[src/hdl/csm_ram.sv]
module csm_ram #(
  parameter int WIDTH = 64,
  parameter int DEPTH = 16
) (
  input  logic                     clk,
  input  logic                     wr_en,
  input  logic [$clog2(DEPTH)-1:0] wr_addr,
  input  logic [WIDTH-1:0]         wr_data,
  input  logic                     rd_en,
  input  logic [$clog2(DEPTH)-1:0] rd_addr,
  output logic [WIDTH-1:0]         rd_data
);

  logic [WIDTH-1:0] mem_r [DEPTH];

  always_ff @(posedge clk) begin
    if (wr_en) begin
      mem_r[wr_addr] <= wr_data;
    end
    if (rd_en) begin
      rd_data <= mem_r[rd_addr];
    end
  end

endmodule

[config.mk]
export PLATFORM = sky130hd
export DESIGN_NAME = csm_ram
export DESIGN_NICKNAME = d
export VERILOG_FILES = /design/src/hdl/csm_ram.sv
export SDC_FILE = /design/constraint.sdc
export NUM_CORES = 1
export LEC_CHECK = 0
export BUFFER_PORTS_ARGS = -buffer_cell sky130_fd_sc_hd__clkbuf_2
export CORE_MARGIN = 1.5
export CORE_UTILIZATION = 45
export CTS_BUF_LIST = sky130_fd_sc_hd__clkbuf_2
export DETAILED_ROUTE_END_ITERATION = 8
export MAX_ROUTING_LAYER = met4
export SYNTH_ARGS = -nofsm -noshare
export SYNTH_HDL_FRONTEND = slang
export SYNTH_SLANG_ARGS = --single-unit
[constraint.sdc]
create_clock -name clk -period 6.4 [get_ports clk]
set_clock_uncertainty 0.05 [all_clocks]
set_input_delay 0.32 -clock clk [delete_from_list [all_inputs] [get_ports clk]]
set_output_delay 0.32 -clock clk [all_outputs]
set_load 0.03 [all_outputs]
==> run summary <==
The first global-routing pass estimated 135000 um of wire. Post-synth net total: 1722. The initial antenna violation count came out at 8. The area growth from synthesis to layout is 15.2%. In this run the mean area of a mapped cell was 24.4 um2. The run gives 21400 as the number of global-route vias before repair. The die is 302 um wide. Pin count of the biggest net entering global routing: 112.

After detailed routing, the number of vias per cell comes to 5.59. Buffers inserted during clock tree synthesis total 286. After synthesis, the cell types taking the most area are sky130_fd_sc_hd__edfxtp_1, sky130_fd_sc_hd__mux4_2, sky130_fd_sc_hd__a22oi_1.

OpenSTA, run right after detailed placement, puts the worst setup slack at 3.24 ns. Power spread over the standard cell area amounts to 289 nW/um2. The tree built by TritonCTS fans out to 1088 sinks. The sequential fraction of the synthesis area came out at 81.2%. TritonCTS built the clock tree.

The run finished, with violations left. The remaining global-route overflow is 0, and the number of warnings reported in the yosys synthesis log is 0. In this run, synthesis produced a sequential element count of 1088.

The floorplan has 109 rows. For the cell area after technology mapping, the log shows 40200 um2. Across the run, the number of max-cap violations was 0. The run gives 0 as the final count of hold timing violations. The share of flip-flops with an asynchronous set or reset after synthesis works out to 0%. Worst min-delay path category: input port to flip-flop. Yosys mapped the design onto 17 distinct sky130hd cell types.

The final routed wirelength across all metal layers is 93100 um. Leading area contributor after synthesis: sky130_fd_sc_hd__edfxtp_1. After detailed routing, the average wire length per cell comes to 26.5 um. After clock tree synthesis, the clock-pin slew on the worst setup and hold paths is 0.11 ns.

The total placed cells including tap cells came out at 2907. Post-route clock period utilization: 51.8%. The highest fanout seen on the critical path works out to 78.

Depth of the worst register-to-register path: 5. Timing would allow up to 0.302 GHz. For this configuration, the core starts out at a cell density of 45.4%. The worst-case register-to-register setup slack is 3.87 ns. STA classifies the critical path endpoint as a flip-flop. Setup violations remaining at the end of the flow were counted as 0. Depth of the CTS H-tree: 5.

For this design, the CTS-stage hold fixing added 152 buffers. The final-report max-slew violation count was 0. The tree is rooted in a sky130_fd_sc_hd__clkbuf_2. No sink is reached through more buffers than the 4 on the longest clock path. The cell count after synthesis came out at 1647. After synthesis, the most frequently instantiated cells are sky130_fd_sc_hd__edfxtp_1, sky130_fd_sc_hd__mux4_2, sky130_fd_sc_hd__a22oi_1, sky130_fd_sc_hd__nand2_1, sky130_fd_sc_hd__clkbuf_1. Input and output buffers added on the ports amount to 138. The final reports fail on DRC.

The count of nets left with antenna violations once routing finished came out at 0. The logs give 154 uV for the peak supply drop and 91200 um2 for the die outline area. Measured along the y axis, the die boundary spans 302 um. For the worst-skew pair, the clock arrives at the later sink with an insertion delay of 1.41 ns. Worst path setup slack after routing: 3.09 ns. The worst setup path is launched from an input port. The tools report the data arrival time of the critical path as 4.43 ns.

The terminus of the critical flop-to-flop path was rd_data[20]$_DFFE_PP_. Along the worst hold path, the cell count comes to 4. The via total after detailed routing is 19700, and the number of enable-type register cells in the synthesized netlist is 1088. In this run, the number of DRC markers left after iteration 0 of detailed routing was 1535. The slew at the pin with the worst max-slew slack was 1.19 ns; the global placement routability congestion was 0.693.

In this run the most critical hold path is launched from wr_addr[3]. After the last flow step, the layout net total stands at 2257. Summed over all cells, the static leakage comes to 15.3 nW. Headroom to the max-slew limit came out at 20.6%. Global routing usage summed across all routing layers: 21.6%. Among all cell types in the netlist, the one instantiated most often is sky130_fd_sc_hd__edfxtp_1. Buffers added to address setup during post-CTS repair amount to 0. Setup repair after global routing left no endpoint under its margin. Area of the placeable core: 88500 um2.

The critical path in this run is classified as input port to flip-flop. The length of the first detailed-routing pass in iterations was 7; the post-DP HPWL was 42600 um. The area share of the largest cell type after synthesis came out at 81.2%. After detailed routing, the number of remaining DRC violations is 20. In the synthesized netlist the dominant register cell turns out to be sky130_fd_sc_hd__edfxtp_1.

The run gives 3519 as the final non-filler cell total. In this run the critical register-to-register path is launched from mem_r[2][20]$_DFFE_PP_. Adding up every negative setup slack in the final design gives 0 ns. The minimum clock period after layout was 3.31 ns; the post-CTS resize count was 0. In the final layout, the share of cells above drive strength 1 is 36.4%. 139 I/O pins were placed.

The tools report the data required time at the worst endpoint as 7.52 ns. The tools report the worst hold path endpoint as mem_r[2][20]$_DFFE_PP_.
[stage by stage]
stage	hold WS, ns	utilization (%)	power (W)	area (um2)
2_1_floorplan	0.369	-	0.00867	40200
3_3_place_gp	0.655	47.9	0.00895	42400
3_5_place_dp	0.676	47.9	0.00898	42400
4_1_cts	0.0110	52.3	0.0136	46300
5_1_grt	0.0691	52.3	0.0140	46300
6_report	0.198	52.4	0.0134	46300
[layout make-up]
| cell class | instances | area [um2] |
|---|---|---|
| fill | 7032 | 42200 |
| sequential | 1088 | 32700 |
| multi-input combinational | 475 | 7230 |
| timing repair buffer | 331 | 2600 |
| clock buffer | 378 | 1890 |
| tap | 1165 | 1460 |
| clock inverter | 73 | 462 |
| antenna | 9 | 22.5 |
[routing by layer]
layer,vias up,global-route usage [%],wire length (um)
li1,8352,-,-
met5,-,-,0
met4,0,6.31,1360
met1,10500,27.9,38500
met3,115,5.42,6480
met2,728,34.1,46800
[power by group]
part | switching, W | leakage (nW) | internal [W]
combinational | 0.000485 | 3.66 | 0.000328
clock | 0.00264 | 1.80 | 0.00186
sequential | 0.0000492 | 9.89 | 0.00802
[critical path, stage by stage]
cell and delay [ns]:
sky130_fd_sc_hd__dlygate4sd3_1 0.56, sky130_fd_sc_hd__buf_8 0.65, sky130_fd_sc_hd__buf_4 0.75, sky130_fd_sc_hd__mux4_2 0.59, sky130_fd_sc_hd__a22oi_1 0.19, sky130_fd_sc_hd__dlygate4sd3_1 0.59
sky130_fd_sc_hd__nand2_1 0.05, sky130_fd_sc_hd__dlygate4sd3_1 0.56
[placed cells by master, fill, tap and decap left out, drive strengths merged, types with 2 or more instances in the layout]
master	Yosys	final
nand2	65	65
edfxtp	1088	1088
clkbuf	36	513
inv	0	9
buf	48	45
nand2b	2	2
bufinv	0	7
nor3	4	4
diode	0	9
a22oi	128	128
dlygate4sd3	0	151
nor2	13	13
nor2b	2	2
mux4	256	256
nand3b	2	2
clkinv	0	57
[worst max path at each step]
stage | end | from | slack (ns)
2_1_floorplan | mem_r[0][0]$_DFFE_PP_ | wr_addr[2] | 0.60
3_3_place_gp | rd_data[15]$_DFFE_PP_ | rd_addr[0] | 3.27
3_5_place_dp | rd_data[15]$_DFFE_PP_ | rd_addr[0] | 3.24
4_1_cts | rd_data[18]$_DFFE_PP_ | rd_addr[0] | 3.24
5_1_grt | rd_data[20]$_DFFE_PP_ | rd_addr[0] | 2.96
6_report | rd_data[18]$_DFFE_PP_ | rd_addr[0] | 3.09
[cells by family after synthesis]
group	synth area share, %
AOI/OAI and AO/OA	2.39
buffers and inverters	1.12
DFF	81.2
muxes	14.3
and+or+nand+nor	0.927
[sequential cells by signal, indices dropped and copies added, names as in the netlist]
name / flops
mem_r: 1024
rd_data: 64
Note: power is estimated with default switching activity, not from simulation.
