<file path="src/hdl/csm_pkg.sv">
package csm_pkg;

  localparam int WORD_W   = 64;
  localparam int MODE_W   = 4;
  localparam int STATUS_W = 3;
  localparam int BUDGET_W = 16;

  localparam logic [BUDGET_W-1:0] BUDGET_RESET = 16'd4096;

  // decoded instruction codes
  typedef enum logic [MODE_W-1:0] {
    MODE_START = 4'd0,
    MODE_PUSH  = 4'd1,
    MODE_ADD   = 4'd2,
    MODE_SUB   = 4'd3,
    MODE_MUL   = 4'd4,
    MODE_AND   = 4'd5,
    MODE_OR    = 4'd6,
    MODE_XOR   = 4'd7,
    MODE_EQ    = 4'd8,
    MODE_DUP   = 4'd9,
    MODE_DROP  = 4'd10,
    MODE_SWAP  = 4'd11,
    MODE_POP   = 4'd12,
    MODE_HALT  = 4'd13
  } mode_t;

  // result status codes
  typedef enum logic [STATUS_W-1:0] {
    ST_OK        = 3'd0,
    ST_OVERFLOW  = 3'd1,
    ST_UNDERFLOW = 3'd2,
    ST_ARITH     = 3'd3,
    ST_BORROW    = 3'd4,
    ST_BUDGET    = 3'd5,
    ST_FAILED    = 3'd6,
    ST_HALTED    = 3'd7
  } status_t;

  typedef struct packed {
    logic              fail;
    logic [WORD_W-1:0] value;
  } alu_res_t;

  typedef struct packed {
    logic              done;
    logic              ovf;
    logic [WORD_W-1:0] prod;
  } mul_res_t;

endpackage

</file>
<file path="src/hdl/csm_mul.sv">
module csm_mul (
  input  logic              clk,
  input  logic              rst_n,
  input  logic              start,
  input  logic [63:0]       a,
  input  logic [63:0]       b,
  output csm_pkg::mul_res_t res
);
  import csm_pkg::*;

  logic        busy_r;
  logic [1:0]  phase_r;
  logic        done_r;
  logic [63:0] a_r;
  logic [63:0] b_r;
  logic [63:0] prod_r;
  logic [63:0] lo_r;
  logic [31:0] mid_r;
  logic        ovf_r;
  logic [63:0] res_r;
  logic [31:0] m_a;
  logic [31:0] m_b;
  logic [32:0] mid_sum;
  logic [32:0] hi_sum;

  // phase 0 lo*lo, phase 1 hi(a)*lo(b), phase 2 lo(a)*hi(b)
  assign m_a     = (phase_r == 2'd1) ? a_r[63:32] : a_r[31:0];
  assign m_b     = (phase_r == 2'd2) ? b_r[63:32] : b_r[31:0];
  assign mid_sum = {1'b0, mid_r} + {1'b0, prod_r[31:0]};
  assign hi_sum  = {1'b0, lo_r[63:32]} + {1'b0, mid_sum[31:0]};

  always_ff @(posedge clk) begin
    if (!rst_n) begin
      busy_r  <= 1'b0;
      phase_r <= 2'd0;
      done_r  <= 1'b0;
    end else begin
      done_r <= 1'b0;
      if (start) begin
        busy_r  <= 1'b1;
        phase_r <= 2'd0;
      end else if (busy_r) begin
        phase_r <= phase_r + 2'd1;
        if (phase_r == 2'd3) begin
          busy_r <= 1'b0;
          done_r <= 1'b1;
        end
      end
    end
  end

  always_ff @(posedge clk) begin
    if (start) begin
      a_r   <= a;
      b_r   <= b;
      ovf_r <= (|a[63:32]) && (|b[63:32]);
    end else if (busy_r) begin
      prod_r <= m_a * m_b;
      case (phase_r)
        2'd1: lo_r <= prod_r;
        2'd2: begin
          mid_r <= prod_r[31:0];
          ovf_r <= ovf_r | (|prod_r[63:32]);
        end
        2'd3: begin
          res_r <= {hi_sum[31:0], lo_r[31:0]};
          ovf_r <= ovf_r | (|prod_r[63:32]) | mid_sum[32] | hi_sum[32];
        end
        default: ;
      endcase
    end
  end

  assign res.done = done_r;
  assign res.ovf  = ovf_r;
  assign res.prod = res_r;

endmodule

</file>
<file path="config.mk">
export PLATFORM = sky130hd
export DESIGN_NAME = csm_mul
export DESIGN_NICKNAME = d
export VERILOG_FILES = /design/src/hdl/csm_pkg.sv /design/src/hdl/csm_mul.sv
export SDC_FILE = /design/constraint.sdc
export NUM_CORES = 2
export LEC_CHECK = 0
export BUFFER_PORTS_ARGS = -buffer_cell sky130_fd_sc_hd__buf_4
export CAP_MARGIN = 0
export CELL_PAD_IN_SITES_DETAIL_PLACEMENT = 1
export CELL_PAD_IN_SITES_GLOBAL_PLACEMENT = 1
export CORE_ASPECT_RATIO = 1.2
export CORE_MARGIN = 1
export CORE_UTILIZATION = 36
export CTS_CLUSTER_DIAMETER = 40
export DETAILED_ROUTE_END_ITERATION = 6
export PLACE_DENSITY_LB_ADDON = 0.1
export SKIP_CTS_REPAIR_TIMING = 1
export SLEW_MARGIN = 20
export SYNTH_ARGS = -nofsm -noshare
export SYNTH_HDL_FRONTEND = slang
export SYNTH_SLANG_ARGS = --single-unit
</file>
<file path="constraint.sdc">
create_clock -name clk -period 16.24 [get_ports clk]
set_input_delay 4.872 -clock clk [delete_from_list [all_inputs] [get_ports clk]]
set_output_delay 4.872 -clock clk [all_outputs]
set_load 0.05 [all_outputs]
</file>
==> flow_summary.yaml <==
worst_setup_path:
  slowest_stage: "buf_4"
  crit_type: "reg -> reg"
  r2r_start: "phase_r[0]"
  timing.rr.end: "prod_r[58]"
  end_kind: "flip-flop"
  crit_path_frequent_cell: "fa_1"
  critPathMaxStageDelay_ns: 0.76
  critPathLaunch: "phase_r[0]"
  crit_arrival_ns: 10.37
  r2r_slack_ns: 6.27
  worstPathRequired_ns: 16.64
  crit_path_max_fanout: 48
  rr_worst_depth: 24
  worst_setup_path_start_kind: "flip-flop"
  path_buf_inv: 4
  cp_top_family: "adder cells"
  cp_cell_sequence: "ha_4 -> buf_4 -> mux2i_2 -> buf_4 -> nor2_1 -> fa_1 -> fa_1 -> inv_1 -> fa_1 -> fa_1 -> inv_1 -> fa_1 -> fa_1 -> fa_1 -> fa_1 -> ha_1 -> and4_1 -> nand4_1 -> nor4_1 -> or4b_1 -> and4_4 -> o211ai_4 -> a21oi_1 -> nor3b_2"
global_routing:
  grt_pass1_vias: 37500
  antenna_found_initial: 5
  overflow: 0
  grt_max_degree: 65
  grt_pass1_wl_mm: 247
  track_usage_pct: 25.5
synthesis:
  syn-num-nets: 6019
  synthCells: 4660
  seq_area_frac_synth_pct: 22.5
  synth_area_per_cell_um2: 10.2
  syn_area_um2: 47500
  synth_cell_type_count: 83
  async_flop_share_pct: 0
  ys_warn_count: 0
  synth-seq-cells: 357
  synth-edff-count: 353
  ys.flop_type: "edfxtp_1"
min_path:
  holdPathEnd: "res_r[8]"
  hp-class: "reg -> reg"
  min_from: "lo_r[8]"
  hold_depth: 0
cells_and_area:
  fin_nets: 6147
  areaGrowthSynthToFinish_pct: 12.0
  fillers: 14500
  instances_no_fill: 6528
  drive_gt1_share_pct: 10.8
detailed_routing:
  drt_iter0_markers: 1914
  wire_per_inst_um: 25.7
  wl_mm: 168
  ant_nets: 0
  viasPerCell: 5.17
  drc: 0
  vias: 33800
  dr.pass1.iters: 5
placed_design:
  dp_hpwl_mm: 136
  gp_congestion: 0.883
  post-place-cells: 6418
  portBuffers: 196
sta:
  final.setup.tns_ns: 0
  period_share_pct: 61.4
  slew_headroom_pct: 19.7
  finalSetupViolCount: 0
  fmax_mhz: 100
  worst_slew_pin_slew_ns: 1.18
  slew_viol_final: 0
  skew_ns: 0.0306
  rsz0062_at_grt: "false"
  period_needed_ns: 9.97
  finalHoldViolations: 0
cts:
  clock_latency_ns: 0.67
  cts-root-buf: "clkbuf_16"
  cts_buffers: 58
  clock_path_buffers: 3
  cts.sinks: 357
  path_clk_slew_ns: 0.06
  h-tree-depth: 2
  cts_tree: "built"
floorplan:
  die-area_um2: 134000
  die_w_um: 334
  fp-row-count: 145
  initial_core_util_pct: 36.4
  num_io_pins: 197
  core_um2: 131000
  die_h_um: 400
status:
  status: "finished clean"
job:
  maxCapViolCount: 0
==> flip-flops by register name, indices dropped and copies added, names as in the netlist <==
name	flops
lo_r	64
busy_r	1
done_r	1
res_r	64
mid_r	32
b_r	64
a_r	64
ovf_r	1
phase_r	2
prod_r	64
==> per-stage QoR <==
step / utilization (%) / instance area (µm²) / hold WS (ns) / worst slack, ns
2_1_floorplan: - / 47500 / 0.400 / 6.19
3_3_place_gp: 39.2 / 51200 / 0.401 / 6.39
3_5_place_dp: 39.2 / 51200 / 0.405 / 6.29
4_1_cts: 40.8 / 53200 / 0.417 / 6.33
5_1_grt: 40.8 / 53200 / 0.419 / 6.00
6_report: 40.8 / 53200 / 0.417 / 6.27
==> per-layer routing <==
layer	GRT usage (%)	up-vias	wire length, µm
li1	-	14800	-
met1	31.4	17900	68200
met2	46.0	780	85500
met3	2.62	228	6790
met4	10.1	2	7380
met5	0	-	13
==> layout make-up <==
type	count	area [µm²]	share of cell area (%)
multi-input combinational	3228	33100	62.2
sequential	357	10700	20.1
inverter	879	3300	6.20
tap	1690	2110	3.97
timing repair buffer	264	1990	3.73
clock buffer	66	1500	2.82
clock inverter	43	517	0.970
antenna	1	2.50	0.00470
==> worst max-delay path by stage <==
stage / endpoint / cells past startpoint / slack, ns
5_1_grt: prod_r[42] / 23 / 6.00
2_1_floorplan: lo_r[0] / 2 / 6.19
3_5_place_dp: prod_r[58] / 24 / 6.29
6_report: prod_r[58] / 24 / 6.27
4_1_cts: prod_r[58] / 24 / 6.33
3_3_place_gp: prod_r[42] / 23 / 6.39
==> cells in the mapped netlist, types with 6 or more instances <==
library cell	count	area [µm²]
a211oi_1	11	82.6
a21o_1	82	616
a21oi_1	112	561
a21oi_2	6	52.6
a31oi_1	12	75.1
and2_1	13	81.3
and3_1	16	100
buf_1	12	45.0
buf_2	7	35.0
clkbuf_1	168	631
edfxtp_1	353	10600
fa_1	898	18000
ha_1	330	4130
inv_1	879	3300
mux2_2	62	698
mux2i_1	66	661
nand2_1	496	1860
nand2b_1	22	138
nand3_1	30	150
nand4_1	31	194
nor2_1	669	2510
nor2b_1	13	81.3
nor3_1	14	70.1
nor4_1	28	175
o211ai_1	9	67.6
o21a_1	13	97.6
o21ai_0	57	285
o21ai_1	13	65.1
o21bai_1	17	128
xnor2_1	71	622
xor2_1	41	359
==> cell families (layout without fill, tap and decap cells) <==
logic type	Yosys count	count (layout)	synth area share [%]
compound gates	400	400	5.75
flops	357	357	22.5
other cells	0	1	0
xor+xnor	112	112	2.06
mux	128	128	2.86
fa+ha+maj	1228	1228	46.5
buf+inv	1075	1252	8.61
simple gates	1360	1360	11.8
==> placed cells by master, fill, tap and decap left out, types with 7 or more instances in the layout <==
| master | instances |
|---|---|
| nor2_1 | 669 |
| a31oi_1 | 12 |
| ha_1 | 328 |
| fa_1 | 898 |
| a211oi_1 | 11 |
| o21ai_0 | 57 |
| a21oi_1 | 112 |
| nor3_1 | 14 |
| nand2b_1 | 22 |
| clkbuf_1 | 7 |
| and3_1 | 16 |
| clkinv_4 | 9 |
| buf_4 | 263 |
| o21ai_1 | 13 |
| nand4_1 | 31 |
| nor4_1 | 28 |
| nand3_1 | 30 |
| mux2i_2 | 39 |
| o21bai_1 | 17 |
| inv_6 | 7 |
| nand2_1 | 496 |
| o211ai_1 | 9 |
| xnor2_1 | 71 |
| and2_1 | 11 |
| edfxtp_1 | 353 |
| nor2b_1 | 12 |
| mux2_2 | 62 |
| inv_1 | 879 |
| o21a_1 | 13 |
| a21o_1 | 82 |
| mux2i_1 | 11 |
| xor2_1 | 41 |
| clkbuf_16 | 59 |
| mux2i_4 | 16 |
Power is not shown: default switching activity piles up to over one toggle a cycle in this logic, so the estimate is an artifact.
