File: src/hdl/csm_pkg.sv
package csm_pkg;

  localparam int WORD_W   = 64;
  localparam int MODE_W   = 4;
  localparam int STATUS_W = 3;
  localparam int BUDGET_W = 16;

  localparam logic [BUDGET_W-1:0] BUDGET_RESET = 16'd4096;

  // decoded instruction codes
  typedef enum logic [MODE_W-1:0] {
    MODE_START = 4'd0,
    MODE_PUSH  = 4'd1,
    MODE_ADD   = 4'd2,
    MODE_SUB   = 4'd3,
    MODE_MUL   = 4'd4,
    MODE_AND   = 4'd5,
    MODE_OR    = 4'd6,
    MODE_XOR   = 4'd7,
    MODE_EQ    = 4'd8,
    MODE_DUP   = 4'd9,
    MODE_DROP  = 4'd10,
    MODE_SWAP  = 4'd11,
    MODE_POP   = 4'd12,
    MODE_HALT  = 4'd13
  } mode_t;

  // result status codes
  typedef enum logic [STATUS_W-1:0] {
    ST_OK        = 3'd0,
    ST_OVERFLOW  = 3'd1,
    ST_UNDERFLOW = 3'd2,
    ST_ARITH     = 3'd3,
    ST_BORROW    = 3'd4,
    ST_BUDGET    = 3'd5,
    ST_FAILED    = 3'd6,
    ST_HALTED    = 3'd7
  } status_t;

  typedef struct packed {
    logic              fail;
    logic [WORD_W-1:0] value;
  } alu_res_t;

  typedef struct packed {
    logic              done;
    logic              ovf;
    logic [WORD_W-1:0] prod;
  } mul_res_t;

endpackage

File: src/hdl/csm_alu.sv
module csm_alu (
  input  logic [3:0]             op,
  input  logic [63:0]            a,
  input  logic [63:0]            b,
  output csm_pkg::alu_res_t      res
);
  import csm_pkg::*;

  logic        is_sub;
  logic [64:0] sum;

  // one 65-bit adder serves add and subtract
  assign is_sub = (op == MODE_SUB);
  assign sum    = {1'b0, a} + {1'b0, is_sub ? ~b : b} + {{WORD_W{1'b0}}, is_sub};

  always_comb begin
    res = '0;
    unique case (op)
      MODE_ADD: begin
        res.value = sum[WORD_W-1:0];
        res.fail  = sum[WORD_W];
      end
      MODE_SUB: begin
        res.value = sum[WORD_W-1:0];
        res.fail  = ~sum[WORD_W];
      end
      MODE_AND: res.value = a & b;
      MODE_OR:  res.value = a | b;
      MODE_XOR: res.value = a ^ b;
      MODE_EQ:  res.value = {{(WORD_W-1){1'b0}}, (a == b)};
      default:  res = '0;
    endcase
  end

endmodule

File: config.mk
export PLATFORM = sky130hd
export DESIGN_NAME = csm_alu
export DESIGN_NICKNAME = d
export VERILOG_FILES = /design/src/hdl/csm_pkg.sv /design/src/hdl/csm_alu.sv
export SDC_FILE = /design/constraint.sdc
export NUM_CORES = 1
export LEC_CHECK = 0
export ABC_AREA = 1
export BUFFER_PORTS_ARGS = -buffer_cell sky130_fd_sc_hd__buf_2
export CORE_UTILIZATION = 44
export DETAILED_ROUTE_END_ITERATION = 8
export MAX_ROUTING_LAYER = met4
export PLACE_DENSITY = 0.65
export SYNTH_ARGS = -nofsm -noshare
export SYNTH_HDL_FRONTEND = slang
export SYNTH_SLANG_ARGS = --single-unit
File: constraint.sdc
create_clock -name vclk -period 6.6
set_input_delay 1.98 -clock vclk [all_inputs]
set_output_delay 1.98 -clock vclk [all_outputs]
set_load 0.02 [all_outputs]
==> results of run 1 <==
==> kinds of logic (layout without fill, tap and decap cells) <==
logic type | count (synthesis) | after routing
buffers and inverters | 308 | 703
other | 0 | 1
adders and majority gates | 202 | 202
AOI/OAI and AO/OA | 290 | 290
and+or+nand+nor | 723 | 723
xor gates and xnor gates | 63 | 63
==> cell type report <==
class,instances,share of cell area
multi-input cells,1278,0.676
repair buffers,426,0.220
inverters,277,0.0780
well taps,270,0.0253
diodes,1,0.000188
==> layer usage <==
layer | vias up | wire, microns
li1 | 6031 | -
met1 | 5571 | 16200
met2 | 375 | 19200
met3 | 94 | 2310
met4 | 0 | 2020
met5 | - | 0
==> critical path, cell delays in order <==
cell and delay [ps]:
buf_2 120, nor2_4 110, nand2_4 100, buf_12 170, buf_8 130, xor2_1 140, ha_1 350, a21oi_2 150
nand2_2 110, a21oi_4 270, buf_6 150, o21ai_4 80, buf_4 150, or2_2 260, nand3_1 100, o2111ai_2 120
buf_4 180
==> layout by cell type, fill, tap and decap left out, drive strengths merged <==
cell type,Yosys,routed
a21boi,6,6
a21o,6,6
a21oi,114,114
a221oi,36,36
a31oi,1,1
and2,1,1
and3b,1,1
buf,10,426
clkinv,1,1
diode,0,1
fa,1,1
ha,201,201
inv,276,276
nand2,346,346
nand3,90,90
nand3b,13,13
nand4,14,14
nor2,204,204
nor3,13,13
nor4,26,26
o2111ai,22,22
o21a,4,4
o21ai,91,91
o21bai,9,9
o41ai,1,1
or2,15,15
xor2,63,63
==> repair_timing <==
| item | in CTS | in global routing |
|---|---|---|
| buffers inserted | 7 | 12 |
| gates resized for setup | 75 | 244 |
| pin swaps | 9 | 22 |
| hold buffers | 0 | 0 |
| setup endpoints to repair | 51 | 53 |
==> metrics by stage <==
step | hold WS, ps | std cells | TNS, ps
finish | 4440 | 2252 | -216
floorplan | 4160 | 1586 | 0
CTS | 4450 | 2239 | -26.7
detailed placement | 4460 | 2232 | -6870
global route | 4480 | 2252 | -5060
global placement | 4440 | 2232 | -5310
==> path summary, 6_finish.rpt <==
check	start	end	slack (ps)	depth (start not counted)
worst min-delay path	b[62]	res[62]	4440	5
worst max-delay path	op[2]	res[14]	-60	17
==> results.md, run 1 <==
* Post-synthesis compound-gate area fraction at 0.193
* Met3 global-route usage at 0.0342
* Synth cell types at 40
* Layout overhead on the synthesized area at 44.6%
* Effective utilization at floorplan at 0.453
* DRT Wirelength at 39800 microns
* Cell taking the most area after synthesis: ha_1
* Post-place setup slack at -254 ps
* Total iterations of the first detailed-routing run at 5
* RSZ-0062 raised after global routing: yes
* Data required, critical path at around 4600 ps
* Syn avg cell area at slightly below 6 sq um
* Core Region at 20400 sq um
* Drt wl/cell at between 15 and 20 microns
* Hold Fails Final Rpt at 0
* Io pins at between 150 and 200
* Post-Synth Adder-Cell Area at 0.275
* Failing checks: setup timing
* Slew HR at 0.491
* Worst Max-Slew Pin Slew at 763 ps
* FILL cells at a little under 2k
* Largest cells by area after synthesis: ha_1 (27%), nand2_1 (13%), inv_1 (10%)
* GR Overflow Total at 0
* CP Max Fanout at 11
* Routed Antenna Nets at 0
* Crit Path Class: input pin to primary output
* Final worst setup slack at -57.1 ps
* Post-Route Utilization at 0.655
* Setup violations, final at 9
* Iteration-0 DRC Markers at roughly 580
* Cell row count at 52
* Finished Cell Area at ~13000 sq um
* Startpoint type of the worst setup path: input pin
* Post-layout net count at 2317
* Mux share of post-synthesis cell area at 0
* Worst EP arrival at around 4700 ps
* Grt peak-use layer: met2
* M2 GR Usage at 0.621
* Synth warn at 0
* Sequential cell area at 0 sq um
* Number of global-route vias before repair at ~11k
* Vias at between 10k and 15k
* Synth top cells by count: nand2_1 (321), inv_1 (249), ha_1 (201)
* Fin crit period at between 6000 and 7000 ps
* IO buf count at about 200
* Global-route usage over all layers at 0.358
* Hold Crit Class: input pin to primary output
* Max Slew Vio Count at 0
* Initial antenna violation count at 1
* Layout cell share with drive strength beyond 1 at 0.363
* Via/cell ratio at 5.36
* Area share of the largest cell type after synthesis at 0.273
* Post-synthesis simple-gate area fraction at 0.346
* Post-synthesis xor/xnor area fraction at 0.0599
* Sequential area share after synthesis at 0
* Period utilization at 1.01
* Drt drc at 0
* Syn nets at 1920
* First-pass GRT wire length at around 60000 microns
* Critical Path End Type: primary output
* Status: finished, violations left
* Num sequential at 0
* Largest family of logic cells by synthesized area: simple AND/OR/NAND/NOR gates
* Die area at 21500 sq um
* Max Cap Violations at 0
* DP Wirelength at between 30000 and 40000 microns
* Grt met1 use at 0.414
* Area occupied by multi-input gates at about 9000 sq um
* Width of the die at between 100 and 150 microns
* Clock buf count at 0
* Routability Congestion at roughly 1
* Cell Area, Synth at 9220 sq um
* Achievable Freq at between 0.15 and 0.2 GHz
* Largest net degree at the start of global routing at around 60
* Dominant cell by count in the synthesized netlist: nand2_1
* Die Y at 147 microns
* Area after DPL at 12100 sq um
* Syn Inst Count at around 1.6k
==> run 2, diff against run 1 <==
==> constraint.sdc (replaced) <==
create_clock -name vclk -period 7.3
set_input_delay 2.19 -clock vclk [all_inputs]
set_output_delay 2.19 -clock vclk [all_outputs]
set_load 0.02 [all_outputs]
==> run 2 against run 1 <==
Compared with the run above: the flow now finishes without violations; worst hold slack better by 430 ps; worst setup slack improved by 170 ps; die area did not move; final cell count down 7.9%; flip-flop and latch count is the same; sequential share of layout area is the same; core utilization fell by 10 points; design area fell by 16%; global-route usage fell by 0.51 points; count of clock-buffer cells in the layout did not move; wire length fell by 2.5%; critical path type unchanged; largest cell class unchanged; highest routed layer unchanged.
==> results.md, run 2 (synthesis gave the netlist of run 1 again) <==
* Status: finished, final reports clean
* Die Y at 147 microns (unchanged)
* Setup violations, final at 0 (-9)
* RSZ-0062 raised after global routing: yes
* Finished Cell Area at 11300 sq um (-16%)
* Pwr Total at about 0.00093 W
* Slew HR at 0.440 (-0.0509)
* Startpoint type of the worst setup path: input pin
* Crit Path Class: input pin to primary output
* DRT Wirelength at 38800 microns (-2.5%)
* Highest-count cells in the layout ignoring fill and taps: nand2_1 (312), inv_1 (248), ha_1 (193), buf_2 (193), nor2_1 (169)
* Largest net degree at the start of global routing at 58 (-1.7%)
* Max Cap Violations at 0 (unchanged)
* Hold Crit Class: input pin to primary output
* Io pins at 197 (unchanged)
* Num sequential at 0 (unchanged)
* Total iterations of the first detailed-routing run at 5 (unchanged)
* NetSw at approximately 0.0006 W
* Drt drc at 0 (unchanged)
* Slowest CP cell: ha_1
* Gate power share at 1.000
* Cell row count at 52 (unchanged)
* Layout cell share with drive strength beyond 1 at 0.229 (-0.134)
* Layout overhead on the synthesized area at 22.1%
* Period utilization at 0.985
* Clock Power Share at 0
* Number of global-route vias before repair at 11.0k (-4.2%)
* Worst Max-Slew Pin Slew at 832 ps (+68.7 ps)
* Vias at 11.4k (-5.2%)
* Area after DPL at 10800 sq um (-10%)
* CP most frequent cell: nand2_1
* Drt wl/cell at 18.7 microns (+5.9%)
* N_diodes at 0 (-1)
* Achievable Freq at between 0.1 and 0.15 GHz
* Maximum VDD drop at 0.0000409 V
* Worst EP arrival at 5000 ps (+320 ps)
* Post-layout net count at 2140 (-7.6%)
* Pwr dens at about 82 nW/um^2
* Most common cell after layout, fill and taps aside: nand2_1
* Cell internal pwr at roughly 0.00033 W
* CTS Hold Bufs at 0 (unchanged)
* Critical Path End Type: primary output
* Die area at 21500 sq um (unchanged)
* Initial antenna violation count at 0 (-1)
* Max Slew Vio Count at 0 (unchanged)
* DP Wirelength at 33000 microns (+0.16%)
* Effective utilization at floorplan at 0.453 (unchanged)
* Via/cell ratio at 5.52 (+2.9%)
* IO buf count at 197 (unchanged)
* CP max stage delay at 310 ps (-40 ps)
* Routability Congestion at 1.04 (+4.7%)
* Fin crit period at 7190 ps
* CP Max Fanout at 8 (-3)
* Width of the die at 147 microns (unchanged)
* Sequential cell area at 0 sq um (unchanged)
* Hold Fails Final Rpt at 0 (unchanged)
* Data required, critical path at 5110 ps (+490 ps)
* First-pass GRT wire length at 58400 microns (-1.1%)
* Core Region at 20400 sq um (unchanged)
* Flop pwr share at 0
* P_leak at 5.88 nW
* Worst-path cell chain: buf_2, nor2_4, nand2_8, buf_12, xor2_1, ha_1, buf_4, nand2_1, buf_4, nor2_2, inv_2, nor3_4, inv_2, nor2_2, nor2_2, nand2_2, nand2_1, nand2_2, nand2_1, nand2_1, o21ai_1, buf_4
* Iteration-0 DRC Markers at 576 (-1.0%)
* GR Overflow Total at 0 (unchanged)
* Clock buf count at 0 (unchanged)
* Global-route usage over all layers at 0.353 (-0.00509)
* Switching Share at 0.645
* Routed Antenna Nets at 0 (unchanged)
## run 2: final timing paths
kind                  startpoint  endpoint  slack, ps  depth (start not counted)
worst min-delay path       b[46]   res[46]       4870                          5
worst max-delay path       op[3]   res[58]        110                         22
## run 2: area by class of cell
class | count | area, sq um
tap | 270 | 338
fill | 2202 | 9110
timing repair buffer | 249 | 1490
multi-input combinational | 1278 | 8390
inverter | 277 | 1040
## run 2: power groups by stage
stage / Clock [W] / Combinational, W / Sequential [W]
after floorplan: 0 / 0.000542 / 0
after global placement: 0 / 0.000865 / 0
after detailed placement: 0 / 0.000871 / 0
after CTS: 0 / 0.000877 / 0
after global routing: 0 / 0.00101 / 0
final: 0 / 0.000928 / 0
## run 2: worst max-delay path: cells and delay by family
family / cells / cell delay (ps)
AO/OA/AOI/OAI: 1 / 100
XOR/XNOR: 1 / 150
adder cells (fa/ha/maj): 1 / 310
buffers and inverters: 7 / 910
AND/OR/NAND/NOR: 12 / 1300
## run 2: routing by layer
layer  vias to the layer above  part of all wire  track usage
li1                       5680                 -            -
met1                      5330              0.43        0.427
met2                       370              0.48        0.632
met3                        60             0.046       0.0118
met4                         0             0.038        0.110
met5                         -                 0            -
## run 2: through the flow
| step | setup TNS (ps) | worst slack [ps] | utilization | hold slack (ps) | instances |
|---|---|---|---|---|---|
| after floorplan | 0 | 527 | - | 4580 | 1586 |
| after global placement | -150 | -76.2 | 0.532 | 4860 | 2068 |
| after detailed placement | -112 | -57.2 | 0.532 | 4850 | 2068 |
| after CTS | 0 | 14.6 | 0.533 | 4850 | 2068 |
| after global routing | -25.2 | -21.3 | 0.553 | 4900 | 2074 |
| final | 0 | 112 | 0.553 | 4870 | 2074 |
## run 2: repair_timing
item	4_1_cts	5_1_grt
setup buffers	0	3
gates cloned	0	3
pin swaps	0	20
gates resized for setup	4	100
endpoints found under the setup margin	3	44
(Power assumes the default switching activity.)
==> run 3, diff against run 2 <==
--- a/config.mk
+++ b/config.mk
@@ -7,6 +7,7 @@
 export LEC_CHECK = 0
 export ABC_AREA = 1
 export BUFFER_PORTS_ARGS = -buffer_cell sky130_fd_sc_hd__buf_2
+export CORE_ASPECT_RATIO = 1.25
 export CORE_UTILIZATION = 44
 export DETAILED_ROUTE_END_ITERATION = 8
 export MAX_ROUTING_LAYER = met4
==> constraint.sdc (replaced) <==
create_clock -name vclk -period 7.3
set_input_delay 2.19 -clock vclk [all_inputs]
set_output_delay 2.19 -clock vclk [all_outputs]
set_load 0.005 [all_outputs]
==> run 3 against run 2 <==
Compared with the run above: core utilization down 1.3 points; die area about the same; worst hold slack worse by 63 ps; maximum frequency down 0.22%; design area down 2.5%; critical path type unchanged; critical path depth fell by 5; flip-flop and latch count unchanged.
==> results.md, run 3 (synthesis gave the netlist of run 1 again) <==
* Period utilization at 0.987 (+0.00218)
* Post-layout net count at 2128 (-0.56%)
* Cell row count at 58 (+12%)
* Total iterations of the first detailed-routing run at 5 (unchanged)
* Startpoint type of the worst setup path: input pin
* RSZ-0062 raised after global routing: yes
* Layout overhead on the synthesized area at 19.1%
* Final worst setup slack at 96.1 ps (-15.9 ps)
* Finished Cell Area at 11000 sq um (-2.5%)
* Via/cell ratio at 5.42 (-1.7%)
* Achievable Freq at 0.139 GHz (-0.22%)
* Width of the die at 131 microns (-10%)
* Global-route usage over all layers at 0.354 (+0.000738)
* N_diodes at 0 (unchanged)
* Most common cell after layout, fill and taps aside: nand2_1
* Worst EP arrival at 5010 ps (about the same)
* P_leak at 5.78 nW (-1.8%)
* Routed Antenna Nets at 0 (unchanged)
* Sequential cell area at 0 sq um (unchanged)
* Die area at 21500 sq um (about the same)
* Layout cell share with drive strength beyond 1 at 0.210 (-0.0197)
* Crit Path Class: input pin to primary output
* Area after DPL at 10700 sq um (-0.85%)
* Iteration-0 DRC Markers at 558 (-3.1%)
* Effective utilization at floorplan at 0.454 (+0.00100)
* Max Slew Vio Count at 0 (unchanged)
* CP Max Fanout at 13 (+5)
* Hold Fails Final Rpt at 0 (unchanged)
* Drt wl/cell at 18.6 microns (-0.62%)
* Largest net degree at the start of global routing at 54 (-6.9%)
* Setup crit end: res[63]
* Setup TNS at 0 ps (unchanged)
* IO buf count at 197 (unchanged)
* Critical Path End Type: primary output
* Initial antenna violation count at 0 (unchanged)
* First-pass GRT wire length at 57800 microns (-0.94%)
* GR Overflow Total at 0 (unchanged)
* Hold Crit Class: input pin to primary output
* Data required, critical path at 5110 ps (about the same)
* Vias at 11.2k (-2.2%)
* Max Cap Violations at 0 (unchanged)
* Status: finished, final reports clean
* Io pins at 197 (unchanged)
* Maximum VDD drop at 0.0000400 V (-2.0%)
* Slew HR at 0.501 (+0.0611)
* Worst Max-Slew Pin Slew at 748 ps (-84.0 ps)
* Fin crit period at 7200 ps (+15.9 ps)
* Post-place setup slack at -67.9 ps (-10.7 ps)
* Routability Congestion at 1.02 (-1.6%)
* Number of global-route vias before repair at 11.0k (+0.43%)
* CTS Hold Bufs at 0 (unchanged)
* Clock buf count at 0 (unchanged)
* Pwr dens at 78.3 nW/um^2 (-5.1%)
* Drt drc at 0 (unchanged)
* Highest-count cells in the layout ignoring fill and taps: nand2_1 (317), inv_1 (249), buf_2 (197), ha_1 (192), nor2_1 (176)
* Num sequential at 0 (unchanged)
* DRT Wirelength at 38300 microns (-1.2%)
* Core Region at 20300 sq um (-0.22%)
* Crit. Startpoint: op[3]
* Die Y at 164 microns (+12%)
* Setup violations, final at 0 (unchanged)
* DP Wirelength at 33300 microns (+0.92%)
## run 3: final cells by class
cell class | instances | area (sq um)
Fill cell | 2224 | 9340
Inverter | 277 | 1040
Multi-Input combinational cell | 1278 | 8240
Tap cell | 270 | 338
Timing Repair Buffer | 237 | 1360
## run 3: metal layers
| layer | vias to the layer above | global-route usage | part of all wire | routed length [microns] |
|---|---|---|---|---|
| met5 | - | - | 0 | 0 |
| met4 | 0 | 0.229 | 0.074 | 2830 |
| met3 | 92 | 0.00957 | 0.033 | 1280 |
| met2 | 352 | 0.668 | 0.51 | 19600 |
| met1 | 5094 | 0.363 | 0.38 | 14600 |
| li1 | 5645 | - | - | - |
## run 3: metrics by stage
stage | power [W] | hold slack, ps | instances | utilization
global route | 0.000947 | 4840 | 2062 | 0.540
detailed placement | 0.000826 | 4800 | 2059 | 0.529
floorplan | 0.000504 | 4510 | 1586 | -
CTS | 0.000830 | 4800 | 2059 | 0.529
global placement | 0.000818 | 4810 | 2059 | 0.529
finish | 0.000859 | 4810 | 2062 | 0.540
## run 3: power breakdown
group	switching, W	total, W	internal, W
Sequential	0	0	0
Combinational	0.000547	0.000859	0.000312
Clock	0	0	0
## run 3: what timing repair did
item | 4_1_cts | 5_1_grt
pin swaps | 0 | 1
buffers inserted | 0 | 1
endpoints found under the hold margin | 0 | 0
resized for setup | 3 | 57
endpoints found under the setup margin | 3 | 35
gates cloned | 0 | 2
## run 3: critical path, stage by stage
cell and delay, ps:
buf_2 130, nor2_4 180, nand2_8 140, buf_12 190, buf_4 160, xor2_1 140, ha_1 370, inv_1 110
nor3_1 260, nand2_1 210, nor4_2 360, nand2_1 160, nand2_1 80, nand2_1 40, nand3_1 70, nand2_1 60
buf_2 130
## run 3: worst min path at each step
| stage | start | end | slack, ps | cells past startpoint |
|---|---|---|---|---|
| after floorplan | op[0] | res[64] | 4510 | 3 |
| after global placement | op[0] | res[64] | 4810 | 5 |
| after detailed placement | op[0] | res[64] | 4800 | 5 |
| after CTS | op[0] | res[64] | 4800 | 5 |
| after global routing | b[6] | res[6] | 4840 | 5 |
| final | op[1] | res[0] | 4810 | 5 |
